$ cat src/hw/rtl/kth_pkg.sv
// ----------------------------------------------------------------------------
// kth_pkg
// Types, codes and helpers of the key tap/hold tracker.
// ----------------------------------------------------------------------------
package kth_pkg;

    localparam int KEY_SLOTS_DEFAULT = 512;
    localparam int APB_AW            = 4;
    localparam int APB_DW            = 64;

    localparam logic [63:0] TAP_WINDOW_RESET = 64'd300000000;
    localparam logic [11:0] MOD_KEY_BASE     = 12'd340;
    localparam logic [7:0]  TAPS_MAX         = 8'd255;

    // commands
    localparam logic [2:0] CMD_PRESS     = 3'd0;
    localparam logic [2:0] CMD_RELEASE   = 3'd1;
    localparam logic [2:0] CMD_CHAR      = 3'd2;
    localparam logic [2:0] CMD_QUERY     = 3'd3;
    localparam logic [2:0] CMD_RESET_TAP = 3'd4;
    localparam logic [2:0] CMD_SET_LATCH = 3'd5;

    // result kinds
    localparam logic [1:0] KIND_EVENT  = 2'd0;
    localparam logic [1:0] KIND_QUERY  = 2'd1;
    localparam logic [1:0] KIND_ACK    = 2'd2;
    localparam logic [1:0] KIND_REJECT = 2'd3;

    // event actions
    localparam logic [1:0] ACT_RELEASE = 2'd0;
    localparam logic [1:0] ACT_PRESS   = 2'd1;
    localparam logic [1:0] ACT_REPEAT  = 2'd2;
    localparam logic [1:0] ACT_CHAR    = 2'd3;

    // tap phases
    localparam logic [2:0] PHASE_NONE    = 3'd0;
    localparam logic [2:0] PHASE_PENDING = 3'd1;
    localparam logic [2:0] PHASE_SINGLE  = 3'd2;
    localparam logic [2:0] PHASE_DOUBLE  = 3'd3;
    localparam logic [2:0] PHASE_MULTI   = 3'd4;

    // register index
    localparam logic REG_TAP_WINDOW = 1'b0;

    typedef struct packed {
        logic [2:0]  cmd;
        logic [11:0] key_id;
        logic [31:0] window_id;
        logic [15:0] char_code;
        logic [63:0] now_nanos;
        logic [45:0] elapsed_micros;
        logic        latch_value;
    } item_t;

    typedef struct packed {
        logic [1:0]  kind;
        logic [63:0] event_word;
        logic [31:0] event_window;
        logic [7:0]  tap_count;
        logic [2:0]  tap_phase;
        logic        key_held;
        logic        long_press_latched;
        logic [63:0] hold_nanos;
        logic [63:0] since_release_nanos;
    } result_t;

    // one table entry per key
    typedef struct packed {
        logic [63:0] press_stamp;
        logic [63:0] release_stamp;
        logic [63:0] tap_deadline;
        logic [63:0] hold_length;
        logic [7:0]  taps_so_far;
        logic [3:0]  mods_at_tap;
        logic        hold_latch;
    } slot_t;

    localparam int SLOT_W = $bits(slot_t);

    // left/right modifier keys folded into shift, control, alt, super
    function automatic logic [3:0] mod_nibble(input logic [7:0] down);
        return down[3:0] | down[7:4];
    endfunction

    // one-hot modifier bit of a key code, zero for other keys
    function automatic logic [7:0] mod_mask(input logic [11:0] code);
        logic [11:0] off;
        off = code - MOD_KEY_BASE;
        if (code >= MOD_KEY_BASE && off < 12'd8)
            return 8'b1 << off[2:0];
        return 8'b0;
    endfunction

    function automatic logic [63:0] pack_word(input logic [45:0] micros,
                                              input logic [3:0]  mods,
                                              input logic [15:0] code,
                                              input logic [1:0]  action);
        return {micros, 18'b0} | {46'b0, mods, 14'b0} | {46'b0, code, 2'b0}
             | {62'b0, action};
    endfunction

endpackage

$ cat src/hw/rtl/kth_regs.sv
// ----------------------------------------------------------------------------
// kth_regs
// APB configuration register: tap window in nanoseconds.
// ----------------------------------------------------------------------------
module kth_regs (
    input  logic                       clk,
    input  logic                       rst_n,
    input  logic                       psel,
    input  logic                       penable,
    input  logic                       pwrite,
    input  logic [kth_pkg::APB_AW-1:0] paddr,
    input  logic [kth_pkg::APB_DW-1:0] pwdata,
    output logic [kth_pkg::APB_DW-1:0] prdata,
    output logic                       pready,
    output logic [63:0]                tap_window
);
    import kth_pkg::*;

    logic [63:0] tap_window_reg;
    logic        sel_window;

    assign sel_window = (paddr[3] == REG_TAP_WINDOW);
    assign pready     = 1'b1;
    assign prdata     = sel_window ? tap_window_reg : '0;
    assign tap_window = tap_window_reg;

    always_ff @(posedge clk or negedge rst_n)
    begin
        if (!rst_n)
        begin
            tap_window_reg <= TAP_WINDOW_RESET;
        end
        else if (psel && penable && pwrite && sel_window)
        begin
            tap_window_reg <= pwdata;
        end
    end

endmodule

$ cat config.mk
export PLATFORM = sky130hd
export DESIGN_NAME = kth_regs
export DESIGN_NICKNAME = d
export VERILOG_FILES = /design/src/hw/rtl/kth_pkg.sv /design/src/hw/rtl/kth_regs.sv
export SDC_FILE = /design/constraint.sdc
export NUM_CORES = 1
export LEC_CHECK = 0
export ABC_CLOCK_PERIOD_IN_PS = 2160
export BUFFER_PORTS_ARGS = -buffer_cell sky130_fd_sc_hd__buf_4
export CORE_ASPECT_RATIO = 1.1
export CORE_UTILIZATION = 40
export DETAILED_ROUTE_END_ITERATION = 16
export PLACE_DENSITY = 0.75
export SKIP_LAST_GASP = 1
export SYNTH_ARGS = -nofsm -noshare
export SYNTH_HDL_FRONTEND = slang
export SYNTH_SLANG_ARGS = --single-unit
$ cat constraint.sdc
create_clock -name clk -period 2.16 [get_ports clk]
set_input_delay 0.216 -clock clk [delete_from_list [all_inputs] [get_ports clk]]
set_output_delay 0.216 -clock clk [all_outputs]
set_load 0.02 [all_outputs]
## Word level (Yosys, flattened, before mapping)

Index checks and enable logic that the tools add are counted.

| cells by class | value |
|---|---|
| multiplexer cells | 1 |
| bitwise gates (word level) | 1 |
| reductions and logical operators | 3 |

Operators by type and width:

| kind | count |
|---|---|
| 64-bit 2-to-1 mux | 1 |
| 1-bit logical AND | 3 |
| 1-bit NOT | 1 |

| storage, ports and cells | value |
|---|---|
| bits in registers | 64 |
| bits of input ports | 73 |
| output and inout bits | 129 |

## Logic depth before layout (Yosys ltp)

| logic depth | value |
|---|---|
| depth after elaboration | 3 |
| mapped depth | 4 |

## Worst setup path before layout

OpenSTA, ideal clock, no wires.

| timing | value |
|---|---|
| path kind | register to output |
| start | register tap_window_reg[13] (netlist: tap_window[13]) |
| end | output port prdata[13] (netlist bit) |
| arrival time | 0.935 ns |
| data required time | 1.944 ns |
| slack | 1.009 ns |
| stages on the path, launching flop included | 2 |
| path buffers | 0 |
| cells stage by stage | dfstp_2 nor2b_1 |

| between the ends | value |
|---|---|
| cells in the longest elaborated chain, start to end | 1 |

Ends and longest elaborated chain:

| element | line | text |
|---|---|---|
| start, declared | kth_regs.sv:19 | `logic [63:0] tap_window_reg;` |
| start signal, assigned | kth_regs.sv:35 | `tap_window_reg <= pwdata;` |
| 64-bit 2-to-1 mux | kth_regs.sv:24 | `assign prdata = sel_window ? tap_window_reg : '0;` |
| end, declared | kth_regs.sv:13 | `output logic [kth_pkg::APB_DW-1:0] prdata,` |

No other way between the ends.

## Worst setup path after layout

| timing | value |
|---|---|
| start | register tap_window_reg[9] (netlist: tap_window[9]) |
| end | output port prdata[9] (netlist bit) |

The elaborated chain is that of the path after synthesis.

==> flow_metrics.tcl <==
set metrics [dict create \
    largest_register_ffs 64 \
    hpwl_mm 5.35 \
    drt.antenna.violating_nets 0 \
    synth.top_cells.by_count "nor2b_1 (64), mux2_4 (60), dfrtp_1 (54)" \
    clock_path_buffers 2 \
    synth_area_leaders "dfrtp_1 (43%), mux2_4 (29%), nor2b_1 (13%), dfstp_2 (8.3%), buf_12 (3.8%)" \
    grt_max_degree 65 \
    post-route-worst-setup-slack_ns 0.775 \
    cts_tree "yes" \
    synth_ff_type "dfrtp_1" \
    finalSetupViolCount 0 \
    gp_congestion 0.697 \
    intPower_w 0.00312 \
    grt_antenna_before_repair 0 \
    yosysTopAreaCell "dfrtp_1" \
    max_freq_mhz 722 \
    hp-class "primary input to asynchronous set/reset pin" \
    syn_inst 209 \
    die_h_um 95.1 \
    portBuffers 197 \
    cp_slowest_cell "dfstp_2" \
    drc_errors 0 \
    slew_headroom_pct 47.4 \
    r2r_cells 1 \
    yosysUniqueCellTypes 12 \
    path_buf_inv 1 \
    clk_latency_ns 0.31 \
    p_seq_share_pct 37.0 \
    wirelength_mm 7.33 \
    synth_area_per_cell_um2 15.1 \
    start_kind "flip-flop" \
    io_pins 202 \
    crit_family "flip-flops" \
    tns_ns 0 \
    design.core.area_mm2 0.00756 \
    clkPwrFrac_pct 21.7 \
    start_util_pct 41.7 \
    rsz0062_at_grt "no" \
    dr_total_vias 2286 \
    rows 33 \
    switching_share_pct 32.7 \
    gr-usage-met3_pct 4.42 \
    grt_use_total_pct 17.5 \
    finalMaxSlewViolations 0 \
    die_area_mm2 0.00825 \
    crit_path_end_kind "primary output" \
    crit_chain "nor2b_1, buf_4" \
    status "finished, violations left" \
    fillCellCount 600 \
    clock_skew_ns 0 \
    power.density_mw_per_mm2 961 \
    cts_setup_buffers 0 \
    r2r_slack_ns 1.37 \
    cts.sinks 64 \
    rr_endpoint "tap_window[6]" \
    total_power_w 0.00464 \
    diodes 0 \
    ctsHoldBuffers 0 \
    p_switching_w 0.00152 \
    cp.arrival_ns 1.17 \
    grt_pass1_vias 2181 \
    drive_above_1_share_pct 70.5 \
    fin_hold_ws_ns -0.0113 \
    max_stage_delay_ns 0.55 \
    cts_root_buf "clkbuf_8" \
    post-place-ws_ns 0.749 \
    grt_use_met2_pct 30.6 \
    hold_viol 20 \
    synth_edf_count 0 \
    overflow 0 \
    tightest_slew_ns 0.789 \
    firstDrtPassIters 4 \
    multi_input_area_mm2 0.00137 \
    synth-async-reset-ratio_pct 100 \
    numCtsBuffers 9 \
    synth-seq-area-share_pct 51.2 \
    path_class "flip-flop to primary output" \
    synth.most_common_cell "nor2b_1" \
    grt_pass1_wl_mm 11.1 \
    p_leak_nw 2.60 \
    netlist.area_leader.share_pct 42.8 \
    yosysWarnings 0 \
    fin_crit_ns 1.38 \
    worstReg2RegStart "tap_window[6]" \
    drt_iter0_drc 57 \
    syn_nets 282 \
    cts.htree.levels 3 \
    cp.required_ns 1.94 \
    via_per_inst 4.44 \
    register_area_mm2 0.00161 \
    die_x_um 86.7 \
    violations "negative hold slack" \
    wl_per_cell_um 14.2 \
    synth_seq_cells 64 \
    finalNetCount 478 \
    cts-resized-gates 0 \
    syn2layout_area_growth_pct 53.2 \
    clk_pin_slew_ns 0.07 \
    use_met1_pct 20.6 \
    critPathMaxFanout 3 \
    period_share_pct 64.1 \
    ir_drop_mv 0.363 \
    drv_cap 0 \
    syn_area_mm2 0.00315 \
    grt-busiest-layer "met2" \
    pwr-share-comb_pct 41.3 \
]
worst max path at each step:
stage / from / end / slack [ns] / cells past startpoint
finish: tap_window[9] / prdata[9] / 0.78 / 2
global route: tap_window[16] / prdata[16] / 0.72 / 2
CTS: tap_window[9] / prdata[9] / 0.76 / 2
detailed placement: paddr[3] / tap_window[63] / 0.75 / 4
global placement: paddr[3] / tap_window[63] / 0.78 / 4
floorplan: tap_window[13] / prdata[13] / 1.01 / 1
routing by layer:
metal	share of wire [%]	vias to the layer above
met2	52	112
li1	-	1077
met1	39	1086
met5	0	-
met4	1.5	0
met3	7.1	11
power groups by stage:
stage	sequential, W	combinational [W]	clock [W]
finish	0.00172	0.00192	0.00101
global route	0.00176	0.00202	0.00110
CTS	0.00172	0.00194	0.00104
detailed placement	0.00173	0.00193	0
global placement	0.00172	0.00190	0
floorplan	0.00202	0.000775	0
logic make-up (layout without fill, tap and decap cells):
logic type | count (synthesis) | after routing | synth area share, %
muxes | 64 | 64 | 30.0
and+or+nand+nor | 65 | 65 | 13.4
other | 1 | 1 | 0.119
buffers and inverters | 15 | 216 | 5.28
DFF | 64 | 64 | 51.2
metrics by stage:
| step | hold WS, ns | util [%] | instance area (um^2) | std cells |
|---|---|---|---|---|
| final | -0.0113 | 64.0 | 4830 | 515 |
| after global placement | 0.350 | 61.3 | 4630 | 499 |
| after global routing | 0.0548 | 64.0 | 4830 | 515 |
| after detailed placement | 0.362 | 61.3 | 4630 | 499 |
| after CTS | 0.00544 | 64.0 | 4830 | 515 |
| after floorplan | -0.0796 | - | 3150 | 209 |
area by class of cell:
class	instances	share of cell area, %
clock buffers	13	3.29
clock inverters	3	0.829
multi-input cells	130	28.4
flip-flops and latches	64	33.4
well taps	105	2.72
repair buffers	200	31.3
layout by cell type (no fill, tap or decap), drive strengths merged:
| cell | synthesis | layout |
|---|---|---|
| conb | 1 | 1 |
| buf | 9 | 200 |
| clkbuf | 6 | 13 |
| clkinv | 0 | 2 |
| nor2b | 64 | 64 |
| nand4b | 1 | 1 |
| mux2 | 64 | 64 |
| dfstp | 10 | 10 |
| dfrtp | 54 | 54 |
| bufinv | 0 | 1 |
No activity file was read; power rests on OpenSTA's default activity.
