<file path="config.mk">
export PLATFORM = sky130hd
export DESIGN_NAME = kth_engine
export DESIGN_NICKNAME = d
export VERILOG_FILES = /design/src/hw/rtl/kth_pkg.sv /design/src/hw/rtl/kth_engine.sv
export SDC_FILE = /design/constraint.sdc
export NUM_CORES = 2
export LEC_CHECK = 0
export BUFFER_PORTS_ARGS = -buffer_cell sky130_fd_sc_hd__clkbuf_2
export CAP_MARGIN = 25
export CORE_AREA = 2 2 399 401
export DETAILED_ROUTE_END_ITERATION = 10
export DIE_AREA = 0 0 401 403
export HOLD_SLACK_MARGIN = 0.06
export PLACE_DENSITY_LB_ADDON = 0.2
export SYNTH_ARGS = -nofsm -noshare
export SYNTH_HDL_FRONTEND = slang
export SYNTH_SLANG_ARGS = --single-unit
</file>
<file path="constraint.sdc">
create_clock -name clk -period 19.7 [get_ports clk]
set_clock_uncertainty 0.15 [all_clocks]
set_input_delay 3.94 -clock clk [delete_from_list [all_inputs] [get_ports clk]]
set_output_delay 3.94 -clock clk [all_outputs]
set_load 0.02 [all_outputs]
</file>
<file path="src/hw/rtl/kth_pkg.sv">
// ----------------------------------------------------------------------------
// kth_pkg
// Types, codes and helpers of the key tap/hold tracker.
// ----------------------------------------------------------------------------
package kth_pkg;

    localparam int KEY_SLOTS_DEFAULT = 512;
    localparam int APB_AW            = 4;
    localparam int APB_DW            = 64;

    localparam logic [63:0] TAP_WINDOW_RESET = 64'd300000000;
    localparam logic [11:0] MOD_KEY_BASE     = 12'd340;
    localparam logic [7:0]  TAPS_MAX         = 8'd255;

    // commands
    localparam logic [2:0] CMD_PRESS     = 3'd0;
    localparam logic [2:0] CMD_RELEASE   = 3'd1;
    localparam logic [2:0] CMD_CHAR      = 3'd2;
    localparam logic [2:0] CMD_QUERY     = 3'd3;
    localparam logic [2:0] CMD_RESET_TAP = 3'd4;
    localparam logic [2:0] CMD_SET_LATCH = 3'd5;

    // result kinds
    localparam logic [1:0] KIND_EVENT  = 2'd0;
    localparam logic [1:0] KIND_QUERY  = 2'd1;
    localparam logic [1:0] KIND_ACK    = 2'd2;
    localparam logic [1:0] KIND_REJECT = 2'd3;

    // event actions
    localparam logic [1:0] ACT_RELEASE = 2'd0;
    localparam logic [1:0] ACT_PRESS   = 2'd1;
    localparam logic [1:0] ACT_REPEAT  = 2'd2;
    localparam logic [1:0] ACT_CHAR    = 2'd3;

    // tap phases
    localparam logic [2:0] PHASE_NONE    = 3'd0;
    localparam logic [2:0] PHASE_PENDING = 3'd1;
    localparam logic [2:0] PHASE_SINGLE  = 3'd2;
    localparam logic [2:0] PHASE_DOUBLE  = 3'd3;
    localparam logic [2:0] PHASE_MULTI   = 3'd4;

    // register index
    localparam logic REG_TAP_WINDOW = 1'b0;

    typedef struct packed {
        logic [2:0]  cmd;
        logic [11:0] key_id;
        logic [31:0] window_id;
        logic [15:0] char_code;
        logic [63:0] now_nanos;
        logic [45:0] elapsed_micros;
        logic        latch_value;
    } item_t;

    typedef struct packed {
        logic [1:0]  kind;
        logic [63:0] event_word;
        logic [31:0] event_window;
        logic [7:0]  tap_count;
        logic [2:0]  tap_phase;
        logic        key_held;
        logic        long_press_latched;
        logic [63:0] hold_nanos;
        logic [63:0] since_release_nanos;
    } result_t;

    // one table entry per key
    typedef struct packed {
        logic [63:0] press_stamp;
        logic [63:0] release_stamp;
        logic [63:0] tap_deadline;
        logic [63:0] hold_length;
        logic [7:0]  taps_so_far;
        logic [3:0]  mods_at_tap;
        logic        hold_latch;
    } slot_t;

    localparam int SLOT_W = $bits(slot_t);

    // left/right modifier keys folded into shift, control, alt, super
    function automatic logic [3:0] mod_nibble(input logic [7:0] down);
        return down[3:0] | down[7:4];
    endfunction

    // one-hot modifier bit of a key code, zero for other keys
    function automatic logic [7:0] mod_mask(input logic [11:0] code);
        logic [11:0] off;
        off = code - MOD_KEY_BASE;
        if (code >= MOD_KEY_BASE && off < 12'd8)
            return 8'b1 << off[2:0];
        return 8'b0;
    endfunction

    function automatic logic [63:0] pack_word(input logic [45:0] micros,
                                              input logic [3:0]  mods,
                                              input logic [15:0] code,
                                              input logic [1:0]  action);
        return {micros, 18'b0} | {46'b0, mods, 14'b0} | {46'b0, code, 2'b0}
             | {62'b0, action};
    endfunction

endpackage

</file>
<file path="src/hw/rtl/kth_engine.sv">
// ----------------------------------------------------------------------------
// kth_engine
// Command sequencer: clears the key table, reads an entry, updates it and
// writes it back, forms the result beat.
// ----------------------------------------------------------------------------
module kth_engine #(
    parameter int KEY_SLOTS = kth_pkg::KEY_SLOTS_DEFAULT,
    parameter int KW        = $clog2(KEY_SLOTS)
) (
    input  logic                   clk,
    input  logic                   rst_n,
    input  logic                   start,
    output logic                   busy,
    input  kth_pkg::item_t         item,
    output logic                   done,
    output kth_pkg::result_t       result,
    input  logic [63:0]            tap_window,
    output logic                   ram_we,
    output logic [KW-1:0]          ram_waddr,
    output kth_pkg::slot_t         ram_wdata,
    output logic [KW-1:0]          ram_raddr,
    input  kth_pkg::slot_t         ram_rdata
);
    import kth_pkg::*;

    typedef enum logic [2:0] {
        S_CLEAR = 3'b001,
        S_IDLE  = 3'b010,
        S_EXEC  = 3'b100
    } state_t;

    state_t         state_reg, state_next;
    logic [KW-1:0]  clr_reg, clr_next;
    logic [7:0]     mods_reg, mods_next;
    item_t          item_reg;
    result_t        result_reg, result_next;
    logic           done_reg, done_next;

    logic           accept;
    logic           key_ok;
    logic [KW-1:0]  key_idx;
    slot_t          cur, upd;
    logic           wr_slot;
    logic [3:0]     mods_before;
    logic [63:0]    since_rel, held_for;
    logic           tap_cont;
    logic [1:0]     action;

    assign accept    = start && !busy;
    assign busy      = (state_reg != S_IDLE);
    assign key_idx   = item_reg.key_id[KW-1:0];
    assign key_ok    = ({1'b0, item_reg.key_id} < 13'(KEY_SLOTS));
    assign ram_raddr = item.key_id[KW-1:0];
    assign cur       = ram_rdata;
    assign done      = done_reg;
    assign result    = result_reg;

    assign mods_before = mod_nibble(mods_reg);
    assign since_rel   = item_reg.now_nanos - cur.release_stamp;
    assign held_for    = item_reg.now_nanos - cur.press_stamp;
    assign tap_cont    = (cur.release_stamp != '0) && (since_rel < tap_window)
                      && (cur.mods_at_tap == mods_before);

    always_comb
    begin
        upd         = cur;
        wr_slot     = 1'b0;
        mods_next   = mods_reg;
        action      = ACT_PRESS;
        result_next = '0;

        case (item_reg.cmd)
            CMD_PRESS:
            begin
                if (cur.press_stamp != '0)
                begin
                    action = ACT_REPEAT;
                end
                else
                begin
                    wr_slot = 1'b1;
                    if (tap_cont)
                        upd.taps_so_far = (cur.taps_so_far == TAPS_MAX) ?
                                          TAPS_MAX : cur.taps_so_far + 8'd1;
                    else
                        upd.taps_so_far = 8'd1;
                    upd.mods_at_tap  = mods_before;
                    upd.tap_deadline = item_reg.now_nanos + tap_window;
                    upd.press_stamp  = item_reg.now_nanos;
                    // a press at time zero leaves the modifier reading as up
                    if (item_reg.now_nanos != '0)
                        mods_next = mods_reg | mod_mask(item_reg.key_id);
                    else
                        mods_next = mods_reg & ~mod_mask(item_reg.key_id);
                end
            end
            CMD_RELEASE:
            begin
                wr_slot = 1'b1;
                action  = ACT_RELEASE;
                if (cur.press_stamp != '0)
                    upd.hold_length = held_for;
                upd.release_stamp = item_reg.now_nanos;
                upd.press_stamp   = '0;
                upd.hold_latch    = 1'b0;
                mods_next         = mods_reg & ~mod_mask(item_reg.key_id);
            end
            CMD_RESET_TAP:
            begin
                wr_slot         = 1'b1;
                upd.taps_so_far = '0;
            end
            CMD_SET_LATCH:
            begin
                wr_slot        = 1'b1;
                upd.hold_latch = item_reg.latch_value;
            end
            default:
            begin
            end
        endcase

        // rejected keys leave the key table and the modifier state alone
        if (!key_ok)
        begin
            wr_slot   = 1'b0;
            mods_next = mods_reg;
        end

        case (item_reg.cmd) inside
            CMD_CHAR:
            begin
                result_next.kind         = KIND_EVENT;
                result_next.event_word   = pack_word(item_reg.elapsed_micros, 4'b0,
                                                     item_reg.char_code, ACT_CHAR);
                result_next.event_window = item_reg.window_id;
            end
            CMD_PRESS, CMD_RELEASE:
            begin
                result_next.kind         = KIND_EVENT;
                result_next.event_word   = pack_word(item_reg.elapsed_micros,
                                                     mod_nibble(mods_next),
                                                     {4'b0, item_reg.key_id}, action);
                result_next.event_window = item_reg.window_id;
            end
            CMD_QUERY:
            begin
                result_next.kind               = KIND_QUERY;
                result_next.tap_count          = cur.taps_so_far;
                result_next.key_held           = (cur.press_stamp != '0);
                result_next.long_press_latched = cur.hold_latch;
                result_next.hold_nanos         = (cur.press_stamp != '0) ?
                                                 held_for : cur.hold_length;
                result_next.since_release_nanos = (cur.release_stamp != '0) ?
                                                  since_rel : '0;
                if (cur.taps_so_far == '0)
                    result_next.tap_phase = PHASE_NONE;
                else if (item_reg.now_nanos < cur.tap_deadline)
                    result_next.tap_phase = PHASE_PENDING;
                else if (cur.taps_so_far >= 8'd3)
                    result_next.tap_phase = PHASE_MULTI;
                else if (cur.taps_so_far == 8'd2)
                    result_next.tap_phase = PHASE_DOUBLE;
                else
                    result_next.tap_phase = PHASE_SINGLE;
            end
            default:
            begin
                result_next.kind = KIND_ACK;
            end
        endcase

        if (!key_ok && item_reg.cmd != CMD_CHAR)
        begin
            result_next      = '0;
            result_next.kind = KIND_REJECT;
        end
    end

    // sequencer
    always_comb
    begin
        state_next = state_reg;
        clr_next   = clr_reg;
        done_next  = 1'b0;
        ram_we     = 1'b0;
        ram_waddr  = key_idx;
        ram_wdata  = upd;

        unique case (state_reg)
            S_CLEAR:
            begin
                ram_we    = 1'b1;
                ram_waddr = clr_reg;
                ram_wdata = '0;
                clr_next  = clr_reg + 1'b1;
                if (clr_reg == KW'(KEY_SLOTS - 1))
                    state_next = S_IDLE;
            end
            S_IDLE:
            begin
                if (accept)
                    state_next = S_EXEC;
            end
            S_EXEC:
            begin
                ram_we     = wr_slot;
                done_next  = (item_reg.cmd <= CMD_SET_LATCH);
                state_next = S_IDLE;
            end
            default:
            begin
                state_next = S_IDLE;
            end
        endcase
    end

    always_ff @(posedge clk or negedge rst_n)
    begin
        if (!rst_n)
        begin
            state_reg <= S_CLEAR;
            clr_reg   <= '0;
            mods_reg  <= '0;
            done_reg  <= 1'b0;
        end
        else
        begin
            state_reg <= state_next;
            clr_reg   <= clr_next;
            done_reg  <= done_next;
            if (state_reg == S_EXEC)
                mods_reg <= mods_next;
        end
    end

    always_ff @(posedge clk)
    begin
        if (accept)
            item_reg <= item;
        if (state_reg == S_EXEC)
            result_reg <= result_next;
    end

endmodule

</file>
=== Yosys cells after proc, flatten, opt, wreduce, memory -nomap -nowiden ===
Index checks and enable logic that the tools add are counted.

* Eq/ne operators: 16
* Multiplexer cells: 56
* Add/subtract/negate cells: 6
* Order comparisons: 7
* Shift operators: 1
* Reduce and logical (&&, ||, !) cells: 20
* Bitwise operators: 13

{| class="wikitable"
|+ Operator list
! kind !! number
|-
| $mux 64 || 6
|-
| $mux 269 || 1
|-
| $mux 96 || 2
|-
| $reduce_bool 64->1 || 3
|-
| $lt 64x64->1 || 2
|-
| $mux 8 || 16
|-
| $or 64x18->64 || 2
|-
| $pmux 64 s2 || 1
|-
| $sub 64x64->64 || 2
|-
| $add 64x64->64 || 1
|-
| $or 64x14->64 || 1
|-
| $or 64x2->64 || 1
|-
| $pmux 8 s2 || 2
|-
| $and 8x8->8 || 2
|-
| $not 8->8 || 2
|-
| $mux 1 || 13
|-
| $ge 12x9->1 const B || 1
|-
| $lt 12x10->1 const B || 1
|-
| $lt 12x4->1 const B || 1
|-
| $mux 12 || 1
|-
| $reduce_or 6->1 || 2
|-
| $sub 12x9->12 const B || 1
|-
| $add 9x1->9 const B || 1
|-
| $eq 3x2->1 const B || 3
|-
| 32 further kinds || 51
|}

* Input port bits: 510
* Register bits after elaboration: 434

=== Logic depth before layout (Yosys ltp) ===
* Depth in word-level cells: 23
* Mapped depth: 25
* Mapped depth without buffers: 25

=== Worst setup path after synthesis ===
No wires, ideal clock.

* Path kind: input to output
* Start point: in ram_rdata[146] (netlist name)
* End point: out ram_wdata[9] (netlist name)
* Path buffers: 0
* Cell stages on the path: 22
* Arrival: 8626 ps
* Setup slack: 6984 ps
* Data required time: 15610 ps
* Cells stage by stage: inv_1 > ha_1 > o21a_1 > or2_2 > nand3_1 > o21ai_0 > a221oi_1 > o31ai_1 > a21boi_0 > o21ai_0 > a21oi_1 > xnor2_1 > ha_1 > a21o_1 > a21o_1 > a21oi_1 > nor4_1 > a2111oi_0 > o311a_1 > o311a_1 > a21oi_1 > nor4_1

{| class="wikitable"
|+ RTL lines
! item !! line !! source
|-
| start, declared || kth_engine.sv:22 || <nowiki>input kth_pkg::slot_t ram_rdata</nowiki>
|-
| end, declared || kth_engine.sv:20 || <nowiki>output kth_pkg::slot_t ram_wdata,</nowiki>
|}

==> results.tsv <==
stage	metric	value	unit
clock_network	cts_tree	yes	
floorplan	initial_core_util	22.04	%
sta	hold_viol	0	
yosys	synth_area_leaders	edfxtp_1 (36%), ha_1 (12%), a21oi_1 (6.4%)	
sta	clock.fmax	68.91	MHz
yosys	syn_inst	4064	
floorplan	dieArea	0.1616	mm2
clock_network	cts_setup_buffers	0	
floorplan	rows	146	
yosys	synth_fp_nets	4898	
run_status	status	finished, final reports clean	
sta	whs	314.6	ps
routing	via_per_inst	5.021	
yosys	ys_seq_elements	434	
yosys	synth.distinct_cells	75	
routing	met1Wirelength	90.92	mm
finish	layout_common_cells	clkbuf_2 (1,038), nand2_1 (590), a21oi_1 (444), edfxtp_1 (413), ha_1 (321)	
sta	post-route-min-period	14510	ps
sta	maxSlewViolCount	0	
finish	syn_to_final_growth	27.84	%
routing	wl_per_cell	29.18	um
routing	top_layer	met5	
floorplan	coreArea	0.1575	mm2
yosys	synth_largest_area_cell	edfxtp_1	
finish	drive_above_1_share	24.84	%
routing	drcViolationCount	0	
finish	nFillCells	17290	
yosys	syn_area	0.03470	mm2
sta	slew_headroom	17.20	%
clock_network	hold_buffers	0	
worst_setup_path	ff2ff_path_depth	16	
yosys	synth-edff-count	413	
global_routing	antenna_found_initial	21	
worst_setup_path	cp-end-kind	primary output	
routing	dr.pass1.iters	6	
yosys	ys_async_sr_fraction	4.839	%
worst_setup_path	critPathKind	in -> out	
yosys	ys.flop_type	edfxtp_1	
finish	largest_reg_flops	239	
routing	postRouteAntennaNets	0	
yosys	synth_area_per_cell	8.540	um2
global_routing	grt_pass1_wl	284.5	mm
routing	dr_wl_met3	12.61	mm
clock_network	clockBufferDepth	3	
worst_setup_path	crit_path_start_kind	primary input	
routing	wl_met2	98.93	mm
floorplan	die_y	403	um
worst_setup_path	worstPathMaxFanout	8	
routing	wirelength	209.3	mm
placement	hpwl	171.1	mm
power	ir_drop	0.06998	mV
clock_network	cts_buffers	55	
global_routing	gr-usage-all-layers	24.86	%
routing	drt-initial-drc-count	3190	
flow_run	cap_violations	0	
clock_network	clk_pin_slew	60	ps
yosys	yosysSeqAreaShare	37.25	%
floorplan	io_pins	1039	
worst_hold_path	hold_depth	1	
clock_network	h-tree-depth	2	
sta	rsz0062_at_grt	false	
global_routing	grt_overflow	0	
worst_hold_path	hold_path.class	reg -> reg	
placement	gp_congestion	0.9171	
sta	fin_crit_sh	73.66	%
clock_network	ctsRootBufferMaster	clkbuf_16	
yosys	synth-warning-count	0	
finish	final_common_cell	clkbuf_2	
power	p_leak	20.54	nW
yosys	synth_top_area_share	35.74	%
sta	fin_setup_tns	0	ps
clock_network	cts_resized	0	
finish	nets	5880	
worst_setup_path	cp.required	15610	ps
global_routing	grt_pass1_vias	35100	
clock_network	clkSinkCount	434	
global_routing	grt_max_degree	79	
worst_setup_path	worstPathArrival	10420	ps
routing	vias	36010	
power	power.total	3.233	mW
sta	max_slew.worst_pin.slew	1233	ps
placement	buffer_ports.inserted	1038	
floorplan	die_w	401	um
power	power.density	72.88	mW/mm2
sta	finalSetupViolations	0	
clock_network	clk-insertion-delay-late	700	ps
critical path, stage by stage:
cell      delay (ps)
clkbuf_2         240
ha_1             290
inv_1             70
fa_1             220
a211o_1          180
a21boi_0         150
o21ai_0          430
a31oi_1          260
o21ai_1          660
a31oi_1          270
o31ai_1          720
a221oi_1         230
o21ai_1          290
xor2_1           110
ha_1             290
nand4_1          120
or4_1            590
nor4_1           230
a21oi_1          130
o311a_1          380
a21boi_0         230
a31o_2           220
clkbuf_2         150
logic make-up after synthesis:
group,count (synthesis),synth area share (%)
compound gates,1176,21.23
xor+xnor,180,4.543
fa+ha+maj,324,11.75
buf+inv,535,5.902
flops,434,37.25
mux,8,0.2343
simple gates,1407,19.09
metrics by stage:
| step | instance area (um2) | cells | setup WS (ps) | utilization, % |
|---|---|---|---|---|
| after floorplan | 34700 | 4064 | 6984 | - |
| after global placement | 42510 | 7054 | 5353 | 27.00 |
| after detailed placement | 42540 | 7057 | 5271 | 27.01 |
| after CTS | 44300 | 7160 | 5241 | 28.13 |
| after global routing | 44350 | 7164 | 4794 | 28.16 |
| final | 44370 | 7171 | 5188 | 28.17 |
per-layer routing:
layer / vias up / GRT usage [%]
met5: - / 0
met4: 14 / 7.388
met3: 258 / 4.968
met2: 1304 / 41.63
met1: 17770 / 32.18
li1: 16670 / -
synth_stat cells, types with 8 or more instances:
cell and n:
inv_1 314, xnor2_1 108, o21bai_1 38, a31oi_1 41
nand2_1 592, o21ai_1 9, buf_1 12, clkbuf_1 195
a21boi_0 11, o31ai_1 15, a22oi_1 67, buf_4 9
a211oi_1 60, nor4_1 63, and3_1 19, or4_1 9
a221oi_1 10, a21oi_1 445, ha_1 321, a21o_1 149
o31a_1 8, o21a_1 23, nand3_1 89, nor2b_1 29
nand2b_1 19, a311o_1 11, nand4_1 88, and2_1 163
xor2_1 72, or3_1 20, dfrtp_1 20, nor2_1 242
nor3_1 43, and4_1 11, o21ai_0 183, edfxtp_1 413
o211ai_1 18
power breakdown:
part	internal, mW	switching [mW]
Combinational	0.366	0.753
Sequential	1.06	0.0212
Clock	0.580	0.451
Total	2.01	1.23
path summary, 6_finish.rpt:
kind / slack, ps / to / start
min in group asynchronous: 3090 / mods_reg[2] / rst_n
max in group asynchronous: 15880 / mods_reg[0] / rst_n
setup / recovery: 5190 / ram_wdata[8] / ram_rdata[141]
hold / removal: 310 / result[206] / item_reg[16]
setup reg to reg: 14310 / result[124] / item_reg[47]
hold reg to reg: 310 / result[206] / item_reg[16]
layout make-up:
type                            count  area, um2  share of cell area (%)
Tap cell                         2072       2592                   5.844
Clock buffer                       67       1421                   3.204
Antenna cell                        7      17.52                 0.03948
Clock inverter                     36      341.6                  0.7699
Sequential cell                   434      12930                   29.14
Inverter                          314       1186                   2.674
Timing Repair Buffer             1146       6021                   13.57
Multi-Input combinational cell   3095      19860                   44.76
(Power assumes the default switching activity.)
