[src/hw/rtl/kth_ram.sv]
// ----------------------------------------------------------------------------
// kth_ram
// Generic simple dual-port RAM, one write and one registered read port.
// ----------------------------------------------------------------------------
module kth_ram #(
    parameter int WIDTH = 8,
    parameter int DEPTH = 16,
    parameter int AW    = $clog2(DEPTH)
) (
    input  logic             clk,
    input  logic             we,
    input  logic [AW-1:0]    waddr,
    input  logic [WIDTH-1:0] wdata,
    input  logic [AW-1:0]    raddr,
    output logic [WIDTH-1:0] rdata
);

    logic [WIDTH-1:0] mem [DEPTH];

    always_ff @(posedge clk)
    begin
        if (we)
        begin
            mem[waddr] <= wdata;
        end
        rdata <= mem[raddr];
    end

endmodule

[config.mk]
export PLATFORM = sky130hd
export DESIGN_NAME = kth_ram
export DESIGN_NICKNAME = d
export VERILOG_FILES = /design/src/hw/rtl/kth_ram.sv
export SDC_FILE = /design/constraint.sdc
export NUM_CORES = 1
export LEC_CHECK = 0
export ABC_AREA = 1
export BUFFER_PORTS_ARGS = -buffer_cell sky130_fd_sc_hd__buf_2
export CAP_MARGIN = 20
export CELL_PAD_IN_SITES_DETAIL_PLACEMENT = 1
export CELL_PAD_IN_SITES_GLOBAL_PLACEMENT = 1
export CORE_UTILIZATION = 52
export CTS_CLUSTER_DIAMETER = 120
export CTS_CLUSTER_SIZE = 28
export DETAILED_ROUTE_END_ITERATION = 12
export PLACE_DENSITY_LB_ADDON = 0.1
export SLEW_MARGIN = 25
export SYNTH_ARGS = -nofsm -noshare
export SYNTH_HDL_FRONTEND = slang
export SYNTH_SLANG_ARGS = --single-unit
[constraint.sdc]
create_clock -name clk -period 1.75 [get_ports clk]
set_clock_uncertainty 0.15 [all_clocks]
set_input_delay 0.0875 -clock clk [delete_from_list [all_inputs] [get_ports clk]]
set_output_delay 0.0875 -clock clk [all_outputs]
set_load 0.02 [all_outputs]
Word-level counts from Yosys, hierarchy flattened
Memories as Yosys holds them, arrays and structs flattened. A register that Yosys moved wholly into a read port is not among the register bits.
Cells that the tools add are included.
- logic and storage cells: 3
- input port bits: 18
- output and inout bits: 8
- memories: 1
- register bits after elaboration: 0
- bits in writable memories: 128
- memories (name ; words ; bits a word ; rd ports ; clocked after Yosys merged registers in ; write ports ; RTL line ; RTL):
    mem ; 16 ; 8 ; 1 ; 1 ; 1 ; 18 ; logic [WIDTH-1:0] mem [DEPTH];
- mux-type cells: 2
- operator list (operator ; number):
    $mux W1 ; 2

Logic depth before layout (Yosys ltp)
Gate-level depths: netlist (run 1).
- depth after elaboration: 2
- depth in mapped cells: 8
- mapped depth without buffers: 7

Worst setup path before layout (run 1)
No wires, ideal clock.
- path type: in2reg
- start point: in waddr[2]
- end point: mem mem[10][0] (enable)
- library setup time: 0.370 ns
- arrival time: 0.668 ns
- data required time: 1.230 ns
- path slack: 0.562 ns
- cell stages on the path: 2
- path buffers: 0
- cell sequence: nand3b_1 > nor2_1
- RTL lines (item ; RTL line ; RTL):
    start, declared ; 12 ; input logic [AW-1:0] waddr,
    end, declared ; 18 ;
Straight into the memory's write port.

==> flow_summary.json, run 1 <==
{
  "fin_nets": 626,
  "critPathMaxFanout": 13,
  "first_iter_violations": 380,
  "port_buffers": 25,
  "post-route-drc-count": 0,
  "yosys-top-cells-area": "edfxtp_1, nand2_1, nand3_1",
  "htree_levels": 4,
  "required_ps": 2070,
  "power_density_mw_per_mm2": 1127,
  "vias": 4110,
  "initial_core_util_pct": 53.20,
  "antenna_found_initial": 0,
  "outcome": "finished clean",
  "finalWorstSetupSlack_ps": 270.3,
  "layout_common_cells": "nand2_1, edfxtp_1, inv_1",
  "drtPass1Iterations": 4,
  "die_w_um": 107.3,
  "dpl.cell_count": 718,
  "path_clk_slew_ps": 60,
  "path_cells": "dlygate4sd3_1 -> buf_2 -> inv_2 -> buf_4 -> nand3_1 -> nand3_1 -> nand3_1 -> nand2_1",
  "setup_violations": 0,
  "r2r_slack_ps": 470,
  "root_buffer": "clkbuf_8",
  "critPathKind": "input port to register",
  "final_common_cell": "nand2_1",
  "grt_pass1_wl_um": 24610,
  "synth.yosys.seq_area_share_pct": 69.43,
  "hold_violations": 0,
  "vdd_ir_drop_max_mv": 0.6871,
  "ys_ff_latch": 136,
  "worstPathArrival_ps": 1790,
  "grt_pass1_vias": 4412,
  "grt-ovfl-total": 0,
  "hp-class": "input port to register",
  "p_leak_nw": 2.972,
  "instances_no_fill": 761,
  "dp_hpwl_um": 9634,
  "hold_depth": 4,
  "worst_slew_pin_slew_ps": 427.5,
  "coreArea_mm2": 0.01084,
  "reg2reg_depth": 6,
  "rsz0062_at_grt": "no",
  "synth_fp_nets": 569,
  "multi_input_area_mm2": 0.001214,
  "layout-drive-gt1-share_pct": 12.88,
  "numCtsBuffers": 17,
  "tns_ps": 0,
  "grt_max_degree": 39,
  "antenna_left": 0,
  "synth_top_area_share_pct": 66.65,
  "crit_top_cell": "nand3_1",
  "synth_cell_types": 12,
  "synthToLayoutAreaGrowth_pct": 18.03,
  "clock_path_buffers": 2,
  "dp_slack_ps": 271.9,
  "ys_warn_count": 0,
  "syn_area_mm2": 0.005767,
  "critical-path-slowest-cell": "dlygate4sd3_1",
  "post_synth.cell_area_avg_um2": 10.47,
  "drv_slew": 0,
  "post-synth-top-area-cell": "edfxtp_1",
  "dieHeight_um": 107.3,
  "post_drt_wl_per_cell_um": 20.88,
  "post-cts-setup-buffer-count": 0,
  "cap_violations": 0,
  "end_kind": "register",
  "vias_per_cell": 5.401,
  "cts_sinks": 136,
  "slew_headroom_pct": 71.50,
  "synthCells": 551,
  "rows": 38,
  "register_area_mm2": 0.004004,
  "fillCellCount": 1183,
  "die_area_mm2": 0.01152,
  "gp_congestion": 0.7955,
  "wl_um": 15890,
  "cts_tree": "done",
  "fmax_mhz": 675.8,
  "period_minus_slack_ps": 1480,
  "fin_crit_sh_pct": 84.56,
  "critical-path-max-stage-delay_ps": 560,
  "track_usage_pct": 30.55,
  "antenna_cells": 0,
  "io-pin-count": 26,
  "cp-start-kind": "input port",
  "clkLatencyLatePin_ps": 530
}
==> layout make-up <==
cell class,count,area share (%)
Clock buffer,18,6.140
Clock inverter,14,2.316
Inverter,102,5.625
Multi-Input combinational cell,289,17.83
Sequential cell,136,58.82
Tap cell,140,2.574
Timing Repair Buffer,62,6.691
==> cell usage after synthesis <==
cell / number
inv_1: 100
buf_1: 1
nand3_1: 97
inv_2: 2
dfxtp_1: 8
buf_6: 6
nand3b_1: 2
buf_2: 13
nor2_1: 17
edfxtp_1: 128
nand2_1: 173
buf_4: 4
==> timing repair <==
item	4_1_cts	5_1_grt
hold buffers	11	0
hold endpoints to repair	136	0
gates resized for setup	0	0
==> final timing paths <==
path	from	endpoint
setup / recovery	raddr[1]	rdata[2]
hold / removal	waddr[3]	mem[9][0]
hold reg to reg	mem[14][6]	rdata[6]
setup reg to reg	mem[8][2]	rdata[2]
==> flip-flops by register name, summed over array words and instances (netlist names) <==
name,flops
mem,128
rdata,8
==> cell families after synthesis <==
family / share of synthesized area, %
buffers and inverters: 9.525
and+or+nand+nor: 21.05
DFF: 69.43
==> report_power, final <==
group          leakage [nW]  internal (mW)  total (mW)  switching, mW
logic                  1.48          0.156       0.523          0.367
registers              1.22           3.64        3.67         0.0251
clock network         0.267           2.15        3.48           1.34
total                  2.97           5.95        7.67           1.73
==> per-stage QoR <==
stage	hold slack [ps]	util [%]	power [mW]	cell area (um^2)
CTS	54.15	62.79	7.705	6807
global placement	319.6	56.46	4.201	6121
global route	89.33	62.79	7.865	6807
floorplan	36.37	-	4.010	5767
detailed placement	338.4	56.46	4.230	6121
finish	71.88	62.79	7.674	6807
==> worst max-delay path, delay by kind of cell <==
kind,cells,cell delay (ps)
and+or+nand+nor,4,550
buffers and inverters,4,1160
==> routing by layer <==
layer / part of all wire [%] / up-vias / track usage (%)
met4: 2.9 / 0 / 12.43
met2: 51 / 128 / 52.17
met3: 5.2 / 35 / 6.840
met1: 41 / 2056 / 37.62
li1: - / 1891 / -
met5: 0 / - / 0
(Power assumes the default switching activity.)
==> inputs of run 2 (changes only) <==
--- a/config.mk
+++ b/config.mk
@@ -5,12 +5,12 @@
 export SDC_FILE = /design/constraint.sdc
 export NUM_CORES = 1
 export LEC_CHECK = 0
-export ABC_AREA = 1
+export ABC_AREA = 0
 export BUFFER_PORTS_ARGS = -buffer_cell sky130_fd_sc_hd__buf_2
 export CAP_MARGIN = 20
 export CELL_PAD_IN_SITES_DETAIL_PLACEMENT = 1
 export CELL_PAD_IN_SITES_GLOBAL_PLACEMENT = 1
-export CORE_UTILIZATION = 52
+export CORE_UTILIZATION = 48
 export CTS_CLUSTER_DIAMETER = 120
 export CTS_CLUSTER_SIZE = 28
 export DETAILED_ROUTE_END_ITERATION = 12
==> constraint.sdc (replaced) <==
create_clock -name clk -period 1.2 [get_ports clk]
set_clock_uncertainty 0.15 [all_clocks]
set_input_delay 0.06 -clock clk [delete_from_list [all_inputs] [get_ports clk]]
set_output_delay 0.06 -clock clk [all_outputs]
set_load 0.02 [all_outputs]
==> flow_summary.json, run 2 <==
{
  "outcome": "complete, but fails checks",
  "violations": "hold timing, setup timing",
  "wl_um": 10740,
  "drtPass1Iterations": 4,
  "first_iter_violations": 112,
  "initial_core_util_pct": 49.64,
  "period_minus_slack_ps": 1418,
  "tns_ps": -1593,
  "finalWorstSetupSlack_ps": -218.4,
  "synth_commonest_cells": "edfxtp_1, mux4_2, a22oi_1",
  "synth-compound-area-share_pct": 2.333,
  "vias_per_cell": 5.502,
  "io-pin-count": 26,
  "hold_violations": 8,
  "port_buffers": 25,
  "startpoint": "mem[2][6]",
  "htree_levels": 4,
  "critPathMaxFanout": 1,
  "dp_hpwl_um": 6934,
  "reg.largest.list": "mem (128), rdata (8)",
  "cp.buffers_inverters": 0,
  "synth_adder_area_share_pct": 0,
  "synth_top_flop_cell": "edfxtp_1",
  "place_area_mm2": 0.005713,
  "synth_xor_area_share_pct": 0,
  "layout_common_cells": "edfxtp_1, mux4_2, buf_4",
  "dp_slack_ps": -495.5,
  "critical-path-slowest-cell": "mux4_2",
  "synth_edf_count": 128,
  "ys_ff_latch": 136,
  "r2r_slack_ps": -220,
  "holdWs_ps": -21.45,
  "synthToLayoutAreaGrowth_pct": 26.57,
  "reg2reg_depth": 3,
  "cpLargestDelayFamily": "multiplexers",
  "cts_sinks": 136,
  "die_area_mm2": 0.01114,
  "instances_no_fill": 456,
  "post-route-drc-count": 0,
  "critPathKind": "register to register",
  "dpl.cell_count": 416,
  "synth.most_common_cell": "edfxtp_1",
  "drv_slew": 0,
  "antenna_found_initial": 0,
  "post_synth.cell_area_avg_um2": 22.48,
  "synth_top_area_share_pct": 74.67,
  "critical-path-max-stage-delay_ps": 480,
  "largest-register": "mem",
  "fin_crit_sh_pct": 118.2,
  "final_area_mm2": 0.006515,
  "die_w_um": 105.6,
  "layout-drive-gt1-share_pct": 45.94,
  "synth_top_family_by_area": "multiplexers",
  "fillCellCount": 883,
  "path_clk_slew_ps": 60,
  "path_cells": "mux4_2 -> a22oi_2 -> nand2_1",
  "numCtsBuffers": 17,
  "antenna_cells": 0,
  "vdd_ir_drop_max_mv": 1.043,
  "worst_slew_pin_slew_ps": 922.4,
  "synth_fp_nets": 247,
  "p_leak_nw": 2.217,
  "synthMuxAreaShare_pct": 15.02,
  "fin_nets": 325,
  "synth.yosys.seq_area_share_pct": 77.78,
  "worstReg2RegEnd": "rdata[6]",
  "syn_area_mm2": 0.005147,
  "grt_pass1_wl_um": 16330,
  "gp_congestion": 0.6993,
  "setup_violations": 8,
  "dieHeight_um": 105.6,
  "crit_cells": 3,
  "post_drt_wl_per_cell_um": 23.56,
  "crit_end": "rdata[6]",
  "hp-class": "input port to register",
  "track_usage_pct": 21.61,
  "clkLatencyLatePin_ps": 520,
  "holdBufCountCts": 10,
  "root_buffer": "clkbuf_8",
  "clock_path_buffers": 2,
  "largest_register_ffs": 128,
  "required_ps": 1450,
  "slew_headroom_pct": 38.28,
  "grt_pass1_vias": 2829,
  "yosys-top-cells-area": "edfxtp_1, mux4_2, mux4_1",
  "final_common_cell": "edfxtp_1",
  "rows": 37,
  "antenna_left": 0,
  "coreArea_mm2": 0.01037,
  "fmax_mhz": 705.0,
  "yosys.area_share.simple_pct": 3.184,
  "power.total_mw": 11.25,
  "cap_violations": 0,
  "power_density_mw_per_mm2": 1727,
  "post-synth-top-area-cell": "edfxtp_1",
  "ys_warn_count": 0,
  "grt-ovfl-total": 0,
  "synth_cell_types": 19,
  "worstPathArrival_ps": 1670,
  "postSynth.asyncResetShare_pct": 0,
  "synthCells": 229,
  "cts_tree": "done",
  "vias": 2509,
  "end_kind": "register",
  "rsz0062_at_grt": "yes",
  "grt_max_degree": 17,
  "reg2reg_from": "mem[2][6]",
  "cp-start-kind": "register"
}
[run 2: changes by cell type after synthesis, sizes merged]
cell and change:
clkdlybuf4s25 +3, nor2 -4, mux4 +32, nor2b +1, nand2b +2, nor3 +4
and2b +1, inv -102, nand2 -164, buf -17, nand3 -96, and2 +1
a22oi +16, or3b +1
[run 2: what timing repair did]
item                                   in CTS  in global routing
pin swaps                                   1                  4
gates resized for setup                    28                  7
setup endpoints to repair                  16                 47
endpoints found under the hold margin     144                  8
setup buffers                               0                  0
[run 2: kinds of logic (layout without fill, tap and decap cells)]
logic type / count (synthesis) / count (layout)
flip-flops: 136 / 136
AND/OR/NAND/NOR: 35 / 35
multiplexers: 32 / 32
AO/OA/AOI/OAI: 16 / 16
buffers and inverters: 10 / 101
[run 2: layout make-up]
type	instances	area, um^2	area share, %
Clock buffer	21	459.2	7.048
Clock inverter	11	143.9	2.209
Multi-Input combinational cell	83	1107	17.00
Sequential cell	136	4013	61.59
Tap cell	136	170.2	2.612
Timing Repair Buffer	69	621.8	9.545
[run 2: power by group]
group          internal [mW]  total (mW)  switching (mW)
sequential              5.32        5.36          0.0396
combinational          0.328       0.680           0.352
clock                   3.33        5.21            1.88
total                   8.98        11.2            2.27
[run 2: layer usage]
layer	vias to the layer above	part of all wire (%)	track usage [%]
li1	1117	-	-
met5	-	0	0
met4	0	1.8	10.32
met3	14	3.0	5.504
met1	1319	43	27.61
met2	59	52	34.92
[run 2: through the flow]
| stage | util, % | hold WS (ps) |
|---|---|---|
| final | 62.83 | -21.45 |
| after detailed placement | 55.09 | 313.8 |
| after floorplan | - | 8.869 |
| after global placement | 55.09 | 300.2 |
| after global routing | 62.83 | -32.71 |
| after CTS | 62.75 | -49.96 |
[run 2: worst reg2reg max path, cell delays in order, from the launching register on]
cell	delay [ps]
edfxtp_1	390
mux4_2	480
a22oi_2	210
nand2_1	80
[run 2: worst min-delay path by stage]
stage                     startpoint         end  slack (ps)  cells past startpoint
after floorplan             wdata[0]   mem[0][0]           9                      0
after global placement      wdata[4]  mem[12][4]         300                      1
after detailed placement    wdata[4]  mem[15][4]         310                      1
after CTS                   waddr[3]   mem[0][4]         -50                      4
after global routing        waddr[3]   mem[0][4]         -30                      4
final                       waddr[3]   mem[0][4]         -20                      4
==> inputs of run 3 (changes only) <==
--- a/config.mk
+++ b/config.mk
@@ -14,6 +14,7 @@
 export CTS_CLUSTER_DIAMETER = 120
 export CTS_CLUSTER_SIZE = 28
 export DETAILED_ROUTE_END_ITERATION = 12
+export HOLD_SLACK_MARGIN = 0.06
 export PLACE_DENSITY_LB_ADDON = 0.1
 export SLEW_MARGIN = 25
 export SYNTH_ARGS = -nofsm -noshare
==> constraint.sdc (replaced) <==
create_clock -name clk -period 1.2 [get_ports clk]
set_clock_uncertainty 0.15 [all_clocks]
set_input_delay 0.06 -clock clk [delete_from_list [all_inputs] [get_ports clk]]
set_output_delay 0.06 -clock clk [all_outputs]
set_load 0.1 [all_outputs]
==> flow_summary.json, run 3 (synthesized netlist as in run 2, its figures left out) <==
{
  "outcome": "complete, but fails checks",
  "violations": "hold timing, setup timing",
  "top_usage_layer": "met2",
  "worst_slew_pin_slew_ps": 1006,
  "die_w_um": 105.6,
  "worstPathArrival_ps": 1670,
  "grt-ovfl-total": 0,
  "path_clk_slew_ps": 60,
  "dieHeight_um": 105.6,
  "use_met1_pct": 27.54,
  "final_area_mm2": 0.006614,
  "first_iter_violations": 133,
  "critPathMaxFanout": 1,
  "drtPass1Iterations": 4,
  "initial_core_util_pct": 49.64,
  "largest-register": "mem",
  "period_minus_slack_ps": 1416,
  "rsz0062_at_grt": "yes",
  "rows": 37,
  "path_cells": "mux4_2 -> a22oi_2 -> nand2_1",
  "final_common_cell": "edfxtp_1",
  "post-route-drc-count": 0,
  "grtUsageMet3_pct": 5.442,
  "coreArea_mm2": 0.01037,
  "numCtsBuffers": 17,
  "utilization_pct": 63.78,
  "dp_hpwl_um": 6876,
  "cts_sinks": 136,
  "critPathKind": "register to register",
  "clkLatencyLatePin_ps": 530,
  "cap_violations": 0,
  "antenna_found_initial": 0,
  "vdd_ir_drop_max_mv": 1.283,
  "fmax_mhz": 706.3,
  "critical-path-slowest-cell": "mux4_2",
  "clock_path_buffers": 2,
  "layout-drive-gt1-share_pct": 47.22,
  "end_kind": "register",
  "met2_usage_pct": 36.37,
  "p_leak_nw": 2.232,
  "grt_pass1_wl_um": 16470,
  "setup_violations": 40,
  "dpl.cell_count": 419,
  "synthToLayoutAreaGrowth_pct": 28.49,
  "vias_per_cell": 5.537,
  "cp-start-kind": "register",
  "largest_register_ffs": 128,
  "layout_common_cells": "edfxtp_1, mux4_2, buf_4",
  "hp-class": "input port to register",
  "required_ps": 1460,
  "grt_pass1_vias": 2791,
  "slew_headroom_pct": 32.79,
  "port_buffers": 25,
  "holdWs_ps": -30.72,
  "critical-path-max-stage-delay_ps": 500,
  "fin_nets": 329,
  "htree_levels": 4,
  "reg.largest.list": "mem (128), rdata (8)",
  "post_drt_wl_per_cell_um": 23.47,
  "hold_violations": 11,
  "vias": 2547,
  "power.total_mw": 11.17,
  "power_density_mw_per_mm2": 1689,
  "grt_max_degree": 17,
  "fin_crit_sh_pct": 118.0,
  "cts_tree": "done",
  "antenna_cells": 0,
  "gp_congestion": 0.7092,
  "drv_slew": 0,
  "wl_um": 10790,
  "root_buffer": "clkbuf_8",
  "place_area_mm2": 0.005868,
  "instances_no_fill": 460,
  "finalWorstSetupSlack_ps": -215.7,
  "antenna_left": 0,
  "track_usage_pct": 21.76,
  "die_area_mm2": 0.01114,
  "io-pin-count": 26
}
## run 3: worst paths after layout
path                   start         to  slack (ps)  cells after the start
setup / recovery  mem[12][5]   rdata[5]        -220                      3
hold / removal      waddr[3]  mem[0][4]         -30                      4
setup reg to reg  mem[12][5]   rdata[5]        -220                      3
hold reg to reg   mem[15][2]   rdata[2]         550                      3
## run 3: what timing repair did
| item | 4_1_cts | 5_1_grt |
|---|---|---|
| endpoints found under the setup margin | 16 | 75 |
| gates resized for setup | 17 | 8 |
| pin swaps | 3 | 5 |
| hold buffers | 11 | 1 |
| endpoints found under the hold margin | 176 | 33 |
| setup buffers | 0 | 0 |
## run 3: worst max-delay path, delay by kind of cell (launching register included)
family             cells  cell delay (ps)
muxes                  1              500
DFF                    1              390
AOI/OAI and AO/OA      1              160
and+or+nand+nor        1              100
## run 3: layout make-up
cell class                 instances  area, um^2
sequential                       136        4014
fill                             879        3756
multi-input combinational         83        1130
timing repair buffer              73       738.2
clock buffer                      25       494.2
tap                              136       170.2
clock inverter                     7       67.56
## run 3: per-stage QoR
| stage | hold WS, ps | setup TNS, ps | setup slack (ps) |
|---|---|---|---|
| 2_1_floorplan | 8.869 | -1760 | -143.1 |
| 6_report | -30.72 | -2986 | -215.7 |
| 4_1_cts | -40.17 | -2837 | -243.9 |
| 3_5_place_dp | 313.6 | -21220 | -447.4 |
| 5_1_grt | -19.17 | -4175 | -262.2 |
| 3_3_place_gp | 298.2 | -18130 | -433.7 |
## run 3: layer usage
metal,routed length [um],share of wire [%]
met4,175,1.6
met5,0,0
met1,4517,42
met3,346,3.2
met2,5753,53
## run 3: report_power, final
group	leakage, nW	switching (mW)	internal (mW)	total, mW
Sequential	1.22	0.0516	5.32	5.37
Clock	0.272	1.82	3.01	4.84
Combinational	0.736	0.556	0.406	0.962
Total	2.23	2.43	8.74	11.2
